**src/rtl/core/llx_pkg.sv**
```systemverilog
`timescale 1ns / 1ps

package llx_pkg;

  localparam int CODE_W   = 16;
  localparam int SPAN_W   = 5;
  localparam int SYM_W    = 8;
  localparam int KW_COUNT = 23;
  localparam int KW_MAXLEN = 17;

  localparam logic [CODE_W-1:0] CH_BSL     = 16'h005C;
  localparam logic [CODE_W-1:0] CH_DOLLAR  = 16'h0024;
  localparam logic [CODE_W-1:0] CH_PERCENT = 16'h0025;
  localparam logic [CODE_W-1:0] CH_LBRK    = 16'h005B;
  localparam logic [CODE_W-1:0] CH_RBRK    = 16'h005D;
  localparam logic [CODE_W-1:0] CH_LBRACE  = 16'h007B;
  localparam logic [CODE_W-1:0] CH_RBRACE  = 16'h007D;
  localparam logic [CODE_W-1:0] CH_LPAR    = 16'h0028;
  localparam logic [CODE_W-1:0] CH_RPAR    = 16'h0029;
  localparam logic [CODE_W-1:0] CH_SPACE   = 16'h0020;
  localparam logic [CODE_W-1:0] CH_TILDE   = 16'h007E;
  localparam logic [CODE_W-1:0] CH_COMMA   = 16'h002C;
  localparam logic [CODE_W-1:0] CH_SEMI    = 16'h003B;
  localparam logic [CODE_W-1:0] CH_APOS    = 16'h0027;
  localparam logic [CODE_W-1:0] CH_QUOTE   = 16'h0022;
  localparam logic [CODE_W-1:0] CH_GRAVE   = 16'h0060;
  localparam logic [CODE_W-1:0] CH_CARET   = 16'h005E;

  localparam int KW_LEN [KW_COUNT] = '{
    8, 11, 14, 8, 5, 10, 13, 9, 12, 15, 9, 6, 11, 14, 6, 16, 16, 17, 17, 8, 6, 6, 4
  };

  localparam logic [8*KW_MAXLEN-1:0] KW_TEXT [KW_COUNT] = '{
    "section{", "subsection{", "subsubsection{", "chapter{", "part{",
    "paragraph{", "subparagraph{", "section*{", "subsection*{",
    "subsubsection*{", "chapter*{", "part*{", "paragraph*{",
    "subparagraph*{", "label{", "includegraphics{", "includegraphics[",
    "includegraphics*{", "includegraphics*[", "include{", "input{",
    "begin{", "end{"
  };

  typedef enum logic [1:0] {
    CLS_STD     = 2'd0,
    CLS_COMMENT = 2'd1,
    CLS_MATH    = 2'd2,
    CLS_CMD     = 2'd3
  } llx_class_e;

  typedef struct packed {
    logic             line_start;
    logic             is_bsl;
    logic             is_dollar;
    logic             is_percent;
    logic             is_space;
    logic             is_bracket;
    logic             is_punct;
    logic             nx_lbrk;
    logic             nx_rbrk;
    logic             nx_dollar;
    logic [SYM_W-1:0] kw_sym;
  } llx_item_t;

  function automatic logic [SYM_W-1:0] kw_char(input int k, input int i);
    logic [SYM_W-1:0] ch;
    ch = '0;
    if (i < KW_LEN[k]) begin
      ch = KW_TEXT[k][8*(KW_LEN[k]-1-i) +: 8];
    end
    return ch;
  endfunction

endpackage

```
**src/rtl/core/latex_char_class_lexer.sv**
```systemverilog
`timescale 1ns / 1ps

// Highlight lexer for LaTeX text: one UTF-16 code unit per word, with a one-unit
// lookahead, gives the character's class (standard, comment, math, command), a
// keyword recolor request for the span up to and including a bracket that closes a
// command name, and the mode carried to the next line. A character is taken every
// cycle while the queue has room and the output is not stalled; its result is
// registered (the word lands in a two-entry queue that feeds the lexer, whose
// result lands in an output register). The rate is set by the lexer state loop in
// the back end, which updates the mode and the keyword match vector of all end
// positions of all keywords together for each character.
module latex_char_class_lexer #(
  parameter int NAME_DEPTH = 24
) (
  input  logic                        clk_i,
  input  logic                        rst_ni,
  input  logic                        in_valid_i,
  output logic                        in_stall_o,
  input  logic [llx_pkg::CODE_W-1:0]  char_code_i,
  input  logic [llx_pkg::CODE_W-1:0]  next_code_i,
  input  logic                        next_valid_i,
  input  logic                        line_start_i,
  output logic                        out_valid_o,
  input  logic                        out_stall_i,
  output logic [1:0]                  char_class_o,
  output logic                        keyword_hit_o,
  output logic [llx_pkg::SPAN_W-1:0]  keyword_span_o,
  output logic                        line_mode_o
);
  import llx_pkg::*;

  llx_item_t  front_item;
  llx_item_t  head_item;
  logic       push;
  logic       full;
  logic       pop;
  logic       head_valid;
  llx_class_e cls;

  llx_front u_front (
    .in_valid_i   (in_valid_i),
    .in_stall_o   (in_stall_o),
    .char_code_i  (char_code_i),
    .next_code_i  (next_code_i),
    .next_valid_i (next_valid_i),
    .line_start_i (line_start_i),
    .queue_full_i (full),
    .push_o       (push),
    .item_o       (front_item)
  );

  llx_queue u_queue (
    .clk_i   (clk_i),
    .rst_ni  (rst_ni),
    .push_i  (push),
    .item_i  (front_item),
    .full_o  (full),
    .pop_i   (pop),
    .valid_o (head_valid),
    .item_o  (head_item)
  );

  llx_back #(
    .NAME_DEPTH (NAME_DEPTH)
  ) u_back (
    .clk_i        (clk_i),
    .rst_ni       (rst_ni),
    .item_valid_i (head_valid),
    .item_i       (head_item),
    .pop_o        (pop),
    .out_stall_i  (out_stall_i),
    .out_valid_o  (out_valid_o),
    .cls_o        (cls),
    .hit_o        (keyword_hit_o),
    .span_o       (keyword_span_o),
    .line_mode_o  (line_mode_o)
  );

  assign char_class_o = cls;

endmodule

```
**src/rtl/core/llx_front.sv**
```systemverilog
`timescale 1ns / 1ps

module llx_front (
  input  logic                            in_valid_i,
  output logic                            in_stall_o,
  input  logic [llx_pkg::CODE_W-1:0]      char_code_i,
  input  logic [llx_pkg::CODE_W-1:0]      next_code_i,
  input  logic                            next_valid_i,
  input  logic                            line_start_i,
  input  logic                            queue_full_i,
  output logic                            push_o,
  output llx_pkg::llx_item_t              item_o
);
  import llx_pkg::*;

  logic [CODE_W-1:0] c;
  logic [CODE_W-1:0] nx;

  assign c          = char_code_i;
  assign nx         = next_code_i;
  assign in_stall_o = queue_full_i;
  assign push_o     = in_valid_i && !queue_full_i;

  always_comb begin
    item_o.line_start = line_start_i;
    item_o.is_bsl     = (c == CH_BSL);
    item_o.is_dollar  = (c == CH_DOLLAR);
    item_o.is_percent = (c == CH_PERCENT);
    item_o.is_space   = (c == CH_SPACE);
    item_o.is_bracket = (c == CH_LPAR) || (c == CH_LBRK) || (c == CH_LBRACE) ||
                        (c == CH_RPAR) || (c == CH_RBRK) || (c == CH_RBRACE);
    item_o.is_punct   = (c == CH_BSL) || (c == CH_COMMA) || (c == CH_SEMI) ||
                        (c == CH_APOS) || (c == CH_QUOTE) || (c == CH_GRAVE) ||
                        (c == CH_CARET) || (c == CH_TILDE);
    item_o.nx_lbrk    = next_valid_i && (nx == CH_LBRK);
    item_o.nx_rbrk    = next_valid_i && (nx == CH_RBRK);
    item_o.nx_dollar  = next_valid_i && (nx == CH_DOLLAR);
    // units above 8 bits map to zero, which no keyword holds
    item_o.kw_sym     = (c[CODE_W-1:SYM_W] == '0) ? c[SYM_W-1:0] : '0;
  end

endmodule

```
**src/rtl/core/llx_queue.sv**
```systemverilog
`timescale 1ns / 1ps

module llx_queue (
  input  logic               clk_i,
  input  logic               rst_ni,
  input  logic               push_i,
  input  llx_pkg::llx_item_t item_i,
  output logic               full_o,
  input  logic               pop_i,
  output logic               valid_o,
  output llx_pkg::llx_item_t item_o
);
  import llx_pkg::*;

  llx_item_t head_q;
  llx_item_t tail_q;
  logic      head_vld_q;
  logic      tail_vld_q;

  assign full_o  = tail_vld_q;
  assign valid_o = head_vld_q;
  assign item_o  = head_q;

  always_ff @(posedge clk_i or negedge rst_ni) begin
    if (!rst_ni) begin
      head_vld_q <= 1'b0;
      tail_vld_q <= 1'b0;
    end else if (pop_i) begin
      if (tail_vld_q) begin
        head_vld_q <= 1'b1;
        tail_vld_q <= push_i;
      end else begin
        head_vld_q <= push_i;
      end
    end else if (push_i) begin
      if (!head_vld_q) begin
        head_vld_q <= 1'b1;
      end else begin
        tail_vld_q <= 1'b1;
      end
    end
  end

  always_ff @(posedge clk_i) begin
    if (pop_i) begin
      if (tail_vld_q) begin
        head_q <= tail_q;
        if (push_i) begin
          tail_q <= item_i;
        end
      end else if (push_i) begin
        head_q <= item_i;
      end
    end else if (push_i) begin
      if (!head_vld_q) begin
        head_q <= item_i;
      end else begin
        tail_q <= item_i;
      end
    end
  end

endmodule

```
**src/rtl/core/llx_back.sv**
```systemverilog
`timescale 1ns / 1ps

module llx_back #(
  parameter int NAME_DEPTH = 24
) (
  input  logic                       clk_i,
  input  logic                       rst_ni,
  input  logic                       item_valid_i,
  input  llx_pkg::llx_item_t         item_i,
  output logic                       pop_o,
  input  logic                       out_stall_i,
  output logic                       out_valid_o,
  output llx_pkg::llx_class_e        cls_o,
  output logic                       hit_o,
  output logic [llx_pkg::SPAN_W-1:0] span_o,
  output logic                       line_mode_o
);
  import llx_pkg::*;

  localparam int LEN_W = $clog2(NAME_DEPTH + 1);

  llx_class_e            mode_q, mode_d;
  logic                  skip_q, skip_d;
  logic                  prev_bsl_q, prev_bsl_d;
  logic [LEN_W-1:0]      len_q, len_d;
  logic                  ovf_q, ovf_d;
  logic [KW_MAXLEN:0]    match_q [KW_COUNT];
  logic [KW_MAXLEN:0]    match_d [KW_COUNT];
  logic [KW_MAXLEN:0]    match_v [KW_COUNT];

  llx_class_e            cls_d;
  logic                  hit_d;
  logic                  kw_any;

  llx_class_e            cls_q;
  logic                  hit_q;
  logic [SPAN_W-1:0]     span_q;
  logic                  line_mode_q;
  logic                  out_valid_q;

  assign pop_o       = item_valid_i && (!out_valid_q || !out_stall_i);
  assign out_valid_o = out_valid_q;
  assign cls_o       = cls_q;
  assign hit_o       = hit_q;
  assign span_o      = span_q;
  assign line_mode_o = line_mode_q;

  always_comb begin
    mode_d     = mode_q;
    skip_d     = skip_q;
    prev_bsl_d = prev_bsl_q;
    len_d      = len_q;
    ovf_d      = ovf_q;
    match_d    = match_q;
    match_v    = match_q;
    cls_d      = CLS_STD;
    hit_d      = 1'b0;
    kw_any     = 1'b0;

    if (item_i.line_start) begin
      if (mode_d != CLS_MATH) begin
        mode_d = CLS_STD;
      end
      prev_bsl_d = 1'b0;
      skip_d     = 1'b0;
      len_d      = '0;
      ovf_d      = 1'b0;
      for (int k = 0; k < KW_COUNT; k++) begin
        match_d[k] = '1;
      end
    end

    if (skip_d) begin
      skip_d = 1'b0;
      cls_d  = CLS_MATH;
    end else begin
      if (mode_d != CLS_CMD) begin
        len_d = '0;
        ovf_d = 1'b0;
        for (int k = 0; k < KW_COUNT; k++) begin
          match_d[k] = '1;
        end
      end else if (len_d < LEN_W'(NAME_DEPTH)) begin
        // advance every candidate end position by one character
        match_v = match_d;
        for (int k = 0; k < KW_COUNT; k++) begin
          match_d[k][0] = 1'b0;
          for (int e = 0; e < KW_MAXLEN; e++) begin
            match_d[k][e+1] = match_v[k][e] && (kw_char(k, e) == item_i.kw_sym);
          end
        end
        len_d = len_d + 1'b1;
      end else begin
        ovf_d = 1'b1;
      end

      for (int k = 0; k < KW_COUNT; k++) begin
        for (int e = 1; e <= KW_MAXLEN; e++) begin
          if (e <= KW_LEN[k]) begin
            kw_any = kw_any | match_d[k][e];
          end
        end
      end

      case (mode_d)
        CLS_STD: begin
          if (item_i.is_bsl) begin
            if (item_i.nx_lbrk) begin
              cls_d  = CLS_MATH;
              mode_d = CLS_MATH;
              skip_d = 1'b1;
            end else begin
              cls_d  = CLS_CMD;
              mode_d = CLS_CMD;
            end
          end else if (item_i.is_dollar) begin
            cls_d  = CLS_MATH;
            mode_d = CLS_MATH;
            skip_d = item_i.nx_dollar;
          end else if (item_i.is_percent) begin
            cls_d  = CLS_COMMENT;
            mode_d = CLS_COMMENT;
          end else begin
            cls_d  = CLS_STD;
          end
        end
        CLS_COMMENT: begin
          cls_d = CLS_COMMENT;
        end
        CLS_MATH: begin
          cls_d = CLS_MATH;
          if (item_i.is_dollar) begin
            mode_d = CLS_STD;
            skip_d = item_i.nx_dollar;
          end else if (item_i.is_bsl && item_i.nx_rbrk) begin
            mode_d = CLS_STD;
            skip_d = 1'b1;
          end
        end
        default: begin
          if (item_i.is_dollar) begin
            cls_d  = prev_bsl_d ? CLS_CMD : CLS_MATH;
            mode_d = prev_bsl_d ? CLS_STD : CLS_MATH;
          end else if (item_i.is_percent) begin
            cls_d  = prev_bsl_d ? CLS_STD : CLS_COMMENT;
            mode_d = prev_bsl_d ? CLS_STD : CLS_COMMENT;
          end else if (item_i.is_space) begin
            cls_d  = CLS_STD;
            mode_d = CLS_STD;
          end else if (item_i.is_bracket) begin
            cls_d  = CLS_STD;
            mode_d = CLS_STD;
            hit_d  = !ovf_d && (len_d != '0) && kw_any;
          end else if (item_i.is_punct) begin
            cls_d  = CLS_CMD;
            mode_d = prev_bsl_d ? CLS_STD : CLS_CMD;
          end else begin
            cls_d  = CLS_CMD;
          end
        end
      endcase
      prev_bsl_d = item_i.is_bsl;
    end
  end

  always_ff @(posedge clk_i or negedge rst_ni) begin
    if (!rst_ni) begin
      mode_q      <= CLS_STD;
      skip_q      <= 1'b0;
      prev_bsl_q  <= 1'b0;
      len_q       <= '0;
      ovf_q       <= 1'b0;
      out_valid_q <= 1'b0;
      for (int k = 0; k < KW_COUNT; k++) begin
        match_q[k] <= '1;
      end
    end else begin
      if (pop_o) begin
        mode_q     <= mode_d;
        skip_q     <= skip_d;
        prev_bsl_q <= prev_bsl_d;
        len_q      <= len_d;
        ovf_q      <= ovf_d;
        match_q    <= match_d;
        out_valid_q <= 1'b1;
      end else if (!out_stall_i) begin
        out_valid_q <= 1'b0;
      end
    end
  end

  always_ff @(posedge clk_i) begin
    if (pop_o) begin
      cls_q       <= cls_d;
      hit_q       <= hit_d;
      span_q      <= hit_d ? len_d[SPAN_W-1:0] : '0;
      line_mode_q <= (mode_d == CLS_MATH);
    end
  end

endmodule

```
**config.mk**
```make
export PLATFORM = sky130hd
export DESIGN_NAME = latex_char_class_lexer
export DESIGN_NICKNAME = d
export VERILOG_FILES = /design/src/rtl/core/llx_pkg.sv /design/src/rtl/core/latex_char_class_lexer.sv /design/src/rtl/core/llx_front.sv /design/src/rtl/core/llx_queue.sv /design/src/rtl/core/llx_back.sv
export SDC_FILE = /design/constraint.sdc
export NUM_CORES = 1
export LEC_CHECK = 0
export BUFFER_PORTS_ARGS = -buffer_cell sky130_fd_sc_hd__buf_2
export CORE_ASPECT_RATIO = 0.75
export CORE_UTILIZATION = 55
export DETAILED_ROUTE_END_ITERATION = 10
export PLACE_DENSITY = 0.82
export SYNTH_ARGS = -nofsm -noshare
export SYNTH_HDL_FRONTEND = slang
export SYNTH_SLANG_ARGS = --single-unit
```
**constraint.sdc**
```tcl
create_clock -name clk_i -period 3.3 [get_ports clk_i]
set_input_delay 0.495 -clock clk_i [delete_from_list [all_inputs] [get_ports clk_i]]
set_output_delay 0.495 -clock clk_i [all_outputs]
set_load 0.01 [all_outputs]
```
-- After elaboration in Yosys (flattened, before gate mapping)
Cells that the tools add are included.
- register bits: 472
- bits in latches: 0
- memory bits (writable): 0
- ROM bits: 0
- output and inout bits: 11
- memories: 0
- $add $sub $neg: 1
- $mul: 0
- divide/modulo/power cells: 0
- $lt $le $gt $ge: 1
- eq/ne operators: 48
- shift operators: 0
- mux-type cells: 375
- bitwise gates (word level): 240
- reduce and logical (&&, ||, !) cells: 427
- operators by type and width (operator ; count):
    $mux 414 ; 5
    $mux 8 ; 58
    $logic_and 1x1->1 ; 399
    $mux 1 ; 274
    $or 1x1->1 ; 240
    $mux 18 ; 9
    $eq 16x6->1 const B ; 10
    $eq 16x7->1 const B ; 10
    $eq 8x8->1 ; 19
    $mux 2 ; 21
    $mux 5 ; 5
    $logic_not 8->1 ; 2
    $logic_or 1x1->1 ; 13
    $pmux 2 s3 ; 2
    $ne 2x1->1 const B ; 3
    $ne 2x2->1 const B ; 3
    $reduce_bool 2->1 ; 3
    $add 5x1->5 const B ; 1
    $lt 5x5->1 const B ; 1
    $reduce_bool 5->1 ; 1
    $eq 2x2->1 const B ; 2
    $logic_not 1->1 ; 4
    $reduce_and 4->1 ; 1
    $reduce_and 3->1 ; 1
    5 further kinds ; 5

-- Depth between registers and ports, before layout
Gate-level depths: netlist of run 1.
- depth after elaboration: 499
- gate-level depth with buffers: 15
- mapped depth without buffers: 9

-- Hierarchy
From an unflattened synthesis of run 1, not the netlist that was laid out.
- cells, all modules: 2016
- area total of the unflattened synthesis: 18007.3 um^2
- by module, submodules not included (module ; times used ; cells each ; area each (um^2)):
    llx_back ; 1 ; 1892 ; 16171.8
    llx_queue ; 1 ; 67 ; 1438.9
    llx_front ; 1 ; 57 ; 396.6

-- Worst setup path before layout of run 1
OpenSTA, ideal clock, no wires.
- path type: register -> register
- start point: reg u_queue.head_q (netlist bit u_queue.item_o[17])
- end point: reg u_back.span_q[4] (netlist: u_back.span_o[4]), data pin
- setup time: 271 ps
- arrival: 2921 ps
- data required time: 3029 ps
- setup slack: 108 ps
- stages on the path, launching flop included: 16
- clock period less this slack: 3192 ps
- cell sequence: edfxtp_1 > buf_6 > buf_2 > buf_2 > buf_1 > clkbuf_1 > clkbuf_1 > clkbuf_1 > nor2_1 > ha_1 > nor2_1 > nor2_1 > o22ai_1 > a41oi_1 > o211ai_1 > a21oi_1
- RTL lines (item ; line ; RTL):
    from (decl) ; llx_queue.sv:15 ; llx_item_t head_q;
    from (signal assigned) ; llx_queue.sv:47 ; head_q <= tail_q;
    from (signal assigned) ; llx_queue.sv:52 ; head_q <= item_i;
    from (signal assigned) ; llx_queue.sv:56 ; head_q <= item_i;
    to (signal assigned) ; llx_back.sv:196 ; span_q <= hit_d ? len_d[SPAN_W-1:0] : '0;
    to (decl) ; llx_back.sv:37 ; logic [SPAN_W-1:0] span_q;

==> results.sh, run 1 <==
export IMPL_final_hold_violation_count=0
export IMPL_die_height_um=157.5
export IMPL_cts_tree="built"
export IMPL_clk_latency_ns=0.55
export IMPL_synth_ff_type="dfstp_2"
export IMPL_rows=56
export IMPL_final_area_um2=22350
export IMPL_wirelength_mm=79.70
export IMPL_final_seq_area_um2=8616
export IMPL_cts_buffer_depth=3
export IMPL_min_period_ns=3.378
export IMPL_setup_violations_final=6
export IMPL_first_pass_iters=7
export IMPL_cts_buffers=35
export IMPL_drc=0
export IMPL_synth_edff_count=45
export IMPL_crit_fanout=18
export IMPL_place_area_um2=20500
export IMPL_dp_hpwl_mm=57.71
export IMPL_post_place_ws_ns=-0.3746
export IMPL_crit_path_end_kind="register"
export IMPL_min_path_type="in2reg"
export IMPL_grt_usage=0.4842
export IMPL_synth_warning_count=0
export IMPL_arrival_ns=3.67
export IMPL_antenna_found_initial=3
export IMPL_vias=19060
export IMPL_boundaryPins=49
export IMPL_status="finished, violations left"
export IMPL_cts_sinks=322
export IMPL_power_density_nw_per_um2=924.7
export IMPL_syn_inst=2063
export IMPL_synth_cell_types=81
export IMPL_fin_crit_sh=1.024
export IMPL_grt_pass1_wl_mm=117.1
export IMPL_setup_ws_ns=-0.07818
export IMPL_fmax_mhz=296.0
export IMPL_ys_ff_latch=322
export IMPL_path_class="reg2reg"
export IMPL_die_w_um=209.3
export IMPL_finalWeightedCongestion=1.084
export IMPL_tightest_slew_ns=1.090
export IMPL_gr_total_overflow=0
export IMPL_failed_checks="negative setup slack"
export IMPL_die_area_um2=32970
export IMPL_finalClockSkew_ns=0.01722
export IMPL_drive_gt1_frac=0.3519
export IMPL_grt_pass1_vias=17660
export IMPL_async_flop_share=0.8602
export IMPL_area_growth_syn_to_layout_pct=26.03
export IMPL_antenna_left=0
export IMPL_yosysSeqAreaShare=0.4858
export IMPL_finalMaxSlewViolations=0
export IMPL_drv_cap=0
export IMPL_core_area_um2=31460
export IMPL_viasPerCell=6.940
export IMPL_synth_nets=2102
export IMPL_multi_input_area_um2=8770
export IMPL_grt_max_degree=86
export IMPL_cp_start_kind="register"
export IMPL_postSynthAreaPerCell_um2=8.595
export IMPL_cts_max_level=2
export IMPL_maxSlewHeadroom=0.2637
export IMPL_initial_utilization=0.5636
export IMPL_clk_pin_slew_worst_paths_ns=0.06
export IMPL_irDropWorstVdd_uv=633.3
export IMPL_finish_utilization=0.7103
export IMPL_required_ns=3.60
export IMPL_io_buffers=48
export IMPL_finalNetCount=2352
export IMPL_n_fill_cell=2398
export IMPL_drt_iter0_markers=3406
export IMPL_root_buffer="clkbuf_16"
export IMPL_p_leak_uw=0.009249
export IMPL_syn_area_um2=17730
export IMPL_rsz0062_at_grt="true"
export IMPL_wl_per_cell_um=29.02
-- metal layers --
metal	global-route usage	part of all wire
met1	0.6626	0.38
met2	0.6727	0.39
met3	0.1877	0.16
met4	0.2209	0.061
met5	0	0.00054
-- critical path: stages, from the launching register on --
cell,delay (ns)
dfrtp_2,0.47
and3b_4,0.27
buf_4,0.17
buf_4,0.21
a21oi_1,0.17
o21ai_0,0.21
nor3_1,0.24
nand4_1,0.16
or4_4,0.59
nor4_4,0.36
buf_6,0.19
a21oi_1,0.08
-- final timing paths --
check	to	depth (start not counted)	slack (ns)	from
worst max-delay path	u_back.span_o[2]$_SDFFCE_PN0P_	11	-0.08	u_back.len_q[3]$_DFFE_PN0P_
worst min-delay path	u_queue.tail_q[17]$_DFFE_PP_	1	0.15	line_start_i
worst max register to register	u_back.span_o[2]$_SDFFCE_PN0P_	11	-0.08	u_back.len_q[3]$_DFFE_PN0P_
worst min register to register	u_back.match_q[188]$_DFFE_PN1P_	2	0.47	u_back.match_q[188]$_DFFE_PN1P_
max in group asynchronous	u_back.match_q[171]$_DFFE_PN1P_	3	1.85	rst_ni
min in group asynchronous	u_back.len_q[0]$_DFFE_PN0P_	2	0.50	rst_ni
-- what timing repair did --
action                                  in CTS  in global routing
resized for setup                           65                 50
pin swaps                                   23                 18
cloned                                       2                  1
hold buffers                                 1                  0
endpoints found under the setup margin       6                  6
hold endpoints to repair                     7                  0
buffers inserted                            12                  9
-- registers in the layout (all words and copies together), names as in the netlist --
register / cells
u_back.match_q: 264
u_queue.item_o: 18
u_queue.tail_q: 18
u_back.len_q: 5
u_back.span_o: 5
u_back.cls_o: 2
u_back.mode_q: 2
u_back.hit_o: 1
u_back.line_mode_o: 1
u_back.out_valid_o: 1
u_back.ovf_q: 1
u_back.prev_bsl_q: 1
u_back.skip_q: 1
u_queue.full_o: 1
u_queue.valid_o: 1
-- cell type report --
type / count / share of cell area
timing repair buffer: 389 / 0.1482
multi-input combinational: 1551 / 0.3924
inverter: 14 / 0.002352
sequential: 322 / 0.3856
antenna: 1 / 0.0001120
clock inverter: 14 / 0.004871
clock buffer: 49 / 0.04379
tap: 406 / 0.02273
-- synth_stat cells (all sizes together), types with 3 or more instances --
master,number,area share
a2111oi,11,0.0058
a211oi,15,0.0064
a21o,20,0.0085
a21oi,212,0.060
a221oi,19,0.0094
a22o,82,0.041
a22oi,3,0.0013
a31oi,9,0.0032
and2,10,0.0035
and3,11,0.0039
and4,4,0.0020
buf,74,0.021
clkbuf,102,0.022
dfrtp,13,0.018
dfstp,264,0.39
edfxtp,45,0.076
inv,14,0.0030
mux2,18,0.011
nand2,322,0.068
nand2b,6,0.0021
nand3,21,0.0065
nand3b,3,0.0020
nand4,30,0.011
nand4bb,3,0.0019
nor2,265,0.056
nor2b,8,0.0028
nor3,37,0.010
nor4,47,0.019
nor4b,6,0.0030
nor4bb,3,0.0017
o2111ai,6,0.0030
o21a,20,0.0085
o21ai,271,0.076
o22a,5,0.0025
o22ai,6,0.0021
o31ai,11,0.0047
o32ai,4,0.0020
o41ai,3,0.0015
or2,13,0.0046
or4,13,0.0057
-- through the flow --
| stage | std cells | TNS (ns) | total power [µW] | hold slack (ns) |
|---|---|---|---|---|
| floorplan | 2063 | 0 | 12490 | 0.1994 |
| global placement | 2658 | -1.879 | 15830 | 0.4534 |
| detailed placement | 2658 | -2.209 | 16070 | 0.4562 |
| CTS | 2736 | 0 | 20060 | 0.1414 |
| global route | 2746 | -1.029 | 21380 | 0.1540 |
| finish | 2746 | -0.4198 | 20660 | 0.1478 |
-- report_power, final --
part	internal, µW	switching, µW	total, µW
Sequential	7010	2190	9210
Combinational	2910	4690	7590
Clock	2160	1710	3870
-- layout by cell type (no fill, tap or decap), types with 19 or more instances in the layout --
| cell | instances |
|---|---|
| buf_4 | 293 |
| clkbuf_16 | 36 |
| buf_2 | 47 |
| nor2_1 | 258 |
| nand2_1 | 318 |
| dfstp_2 | 264 |
| o21a_1 | 19 |
| a21o_1 | 20 |
| nor4_1 | 34 |
| edfxtp_1 | 45 |
| o21ai_1 | 27 |
| buf_12 | 28 |
| nor3_1 | 33 |
| a22o_1 | 82 |
| nand4_1 | 29 |
| o21ai_0 | 239 |
| a21oi_1 | 205 |
-- cells by family (layout without fill, tap and decap cells) --
kind of cell / count (synthesis) / in the layout / synth area share
mux: 19 / 19 / 0.01200
flops: 322 / 322 / 0.4858
compound gates: 716 / 716 / 0.2452
other cells: 0 / 1 / 0
xor+xnor: 1 / 1 / 0.0004941
buf+inv: 190 / 466 / 0.04594
simple gates: 814 / 814 / 0.2099
fa+ha+maj: 1 / 1 / 0.0007056
(Power assumes the default switching activity.)
==> run 2: changes to the inputs <==
SKIP_CTS_REPAIR_TIMING = 1   (was not set)
==> run 2 against run 1 <==
The run still ends with negative setup slack left. Sequential share of layout area down 0.45 points. Critical path depth grew 1. Routed wire length grew 2.1%. Clock skew rose by 0.0053 ns. Combinational power increased by 2%. Total power rose by 0.90%. Critical endpoint is now u_back.span_o[1]$_SDFFCE_PN0P_. Largest cell class unchanged.
==> results.sh, run 2 (synthesized netlist as in run 1, its figures left out) <==
export IMPL_viasPerCell=7.008
export IMPL_min_period_ns=3.477
export IMPL_setup_violations_final=6
export IMPL_swShare=0.4193
export IMPL_wl_per_cell_um=29.53
export IMPL_rows=56
export IMPL_min_path_type="in2reg"
export IMPL_dp_hpwl_mm=57.71
export IMPL_final_area_um2=22620
export IMPL_total_power_uw=20850
export IMPL_largest_register_ff_count=264
export IMPL_drt_iter0_markers=3402
export IMPL_grt_max_degree=86
export IMPL_wirelength_mm=81.39
export IMPL_finalMaxSlewViolations=0
export IMPL_cp_start_kind="register"
export IMPL_tightest_slew_ns=1.006
export IMPL_whs_ns=0.1454
export IMPL_maxSlewHeadroom=0.3295
export IMPL_clk_latency_ns=0.55
export IMPL_grt_pass1_vias=17430
export IMPL_place_area_um2=20500
export IMPL_seq_power_share=0.445
export IMPL_drv_cap=0
export IMPL_comb_power_share=0.370
export IMPL_initial_utilization=0.5636
export IMPL_fmax_mhz=287.6
export IMPL_vias=19310
export IMPL_cts_buffers=35
export IMPL_n_fill_cell=2357
export IMPL_area_growth_syn_to_layout_pct=27.56
export IMPL_gr_total_overflow=0
export IMPL_cts_tree="built"
export IMPL_irDropWorstVdd_uv=635.4
export IMPL_die_w_um=209.3
export IMPL_root_buffer="clkbuf_16"
export IMPL_io_buffers=48
export IMPL_layout_commonest_cell="nand2_1"
export IMPL_die_height_um=157.5
export IMPL_failed_checks="negative setup slack"
export IMPL_crit_path_end_kind="register"
export IMPL_path_class="reg2reg"
export IMPL_core_area_um2=31460
export IMPL_multi_input_area_um2=8911
export IMPL_cts_sinks=322
export IMPL_antenna_found_initial=3
export IMPL_finalNetCount=2361
export IMPL_finalClockSkew_ns=0.02255
export IMPL_required_ns=3.60
export IMPL_post_place_ws_ns=-0.3746
export IMPL_status="finished, violations left"
export IMPL_largest_register="u_back.match_q"
export IMPL_final_hold_violation_count=0
export IMPL_power_density_nw_per_um2=921.8
export IMPL_grt_pass1_wl_mm=115.8
export IMPL_arrival_ns=3.77
export IMPL_die_area_um2=32970
export IMPL_first_pass_iters=7
export IMPL_final_seq_area_um2=8618
export IMPL_drive_gt1_frac=0.3633
export IMPL_cts_buffer_depth=3
export IMPL_internal_power_uw=12110
export IMPL_antenna_left=0
export IMPL_final_cells=2756
export IMPL_switching_power_uw=8743
export IMPL_setup_ws_ns=-0.1769
export IMPL_power_share_clock=0.186
export IMPL_p_leak_uw=0.009347
export IMPL_rsz0062_at_grt="true"
export IMPL_dp_cells=2658
export IMPL_clk_pin_slew_worst_paths_ns=0.06
export IMPL_drc=0
export IMPL_cts_max_level=2
export IMPL_grt_usage=0.4775
export IMPL_fin_crit_sh=1.054
export IMPL_layout_common_cells="nand2_1 (317), buf_4 (294), dfstp_2 (264)"
export IMPL_crit_fanout=17
export IMPL_boundaryPins=49
export IMPL_finalWeightedCongestion=1.084
==> run 2: cell types whose count changed in the layout (fill, tap and decap cells not counted), moves of 3 or more <==
cell,previous run,this run
a21oi_1,205,202
a21oi_2,6,9
buf_6,14,10
buf_8,2,6
clkbuf_16,36,42
o21ai_0,239,233
o21ai_1,27,24
o21ai_2,5,13
==> run 2: worst paths after layout <==
path	startpoint	end	slack (ns)	cells after the start
max	u_back.len_q[4]$_DFFE_PN0P_	u_back.span_o[1]$_SDFFCE_PN0P_	-0.18	12
min	line_start_i	u_queue.tail_q[17]$_DFFE_PP_	0.15	1
max reg2reg	u_back.len_q[4]$_DFFE_PN0P_	u_back.span_o[1]$_SDFFCE_PN0P_	-0.18	12
min reg2reg	u_back.match_q[188]$_DFFE_PN1P_	u_back.match_q[188]$_DFFE_PN1P_	0.46	2
max in group asynchronous	rst_ni	u_back.match_q[170]$_DFFE_PN1P_	1.86	3
min in group asynchronous	rst_ni	u_back.len_q[0]$_DFFE_PN0P_	0.49	2
==> run 2: critical path, stage by stage, from the launching register on <==
cell	delay (ns)
dfrtp_2	0.47
buf_4	0.18
nand2_4	0.16
buf_12	0.21
buf_4	0.16
a21oi_1	0.15
o21ai_0	0.24
nor4_2	0.53
and4_4	0.36
nand4_1	0.20
nor4_4	0.28
buf_6	0.20
a21oi_1	0.08
==> run 2: final cells by class <==
type / count / share of cell area
Clock inverter: 14 / 0.004813
Clock buffer: 49 / 0.04326
Antenna cell: 2 / 0.0002213
Sequential cell: 322 / 0.3810
Multi-Input combinational cell: 1553 / 0.3940
Timing Repair Buffer: 396 / 0.1519
Inverter: 14 / 0.002323
Tap cell: 406 / 0.02246
==> run 2: stage by stage <==
step | TNS, ns | utilization
6_report | -1.005 | 0.7189
5_1_grt | -1.133 | 0.7188
4_1_cts | -2.349 | 0.6862
3_5_place_dp | -2.209 | 0.6516
3_3_place_gp | -1.879 | 0.6516
2_1_floorplan | 0 | -
==> run 2: per-layer routing <==
metal  GRT usage  share of wire
met1      0.6648           0.38
met3      0.1692           0.16
met4      0.1968          0.061
met2      0.6719           0.40
met5           0        0.00042
==> run 2: power groups by stage <==
stage	clock (µW)	sequential, µW	combinational, µW
2_1_floorplan	0	7950	4530
3_3_place_gp	0	8950	6870
3_5_place_dp	0	8990	7080
4_1_cts	3860	8960	7100
5_1_grt	4000	9280	8210
6_report	3870	9270	7710
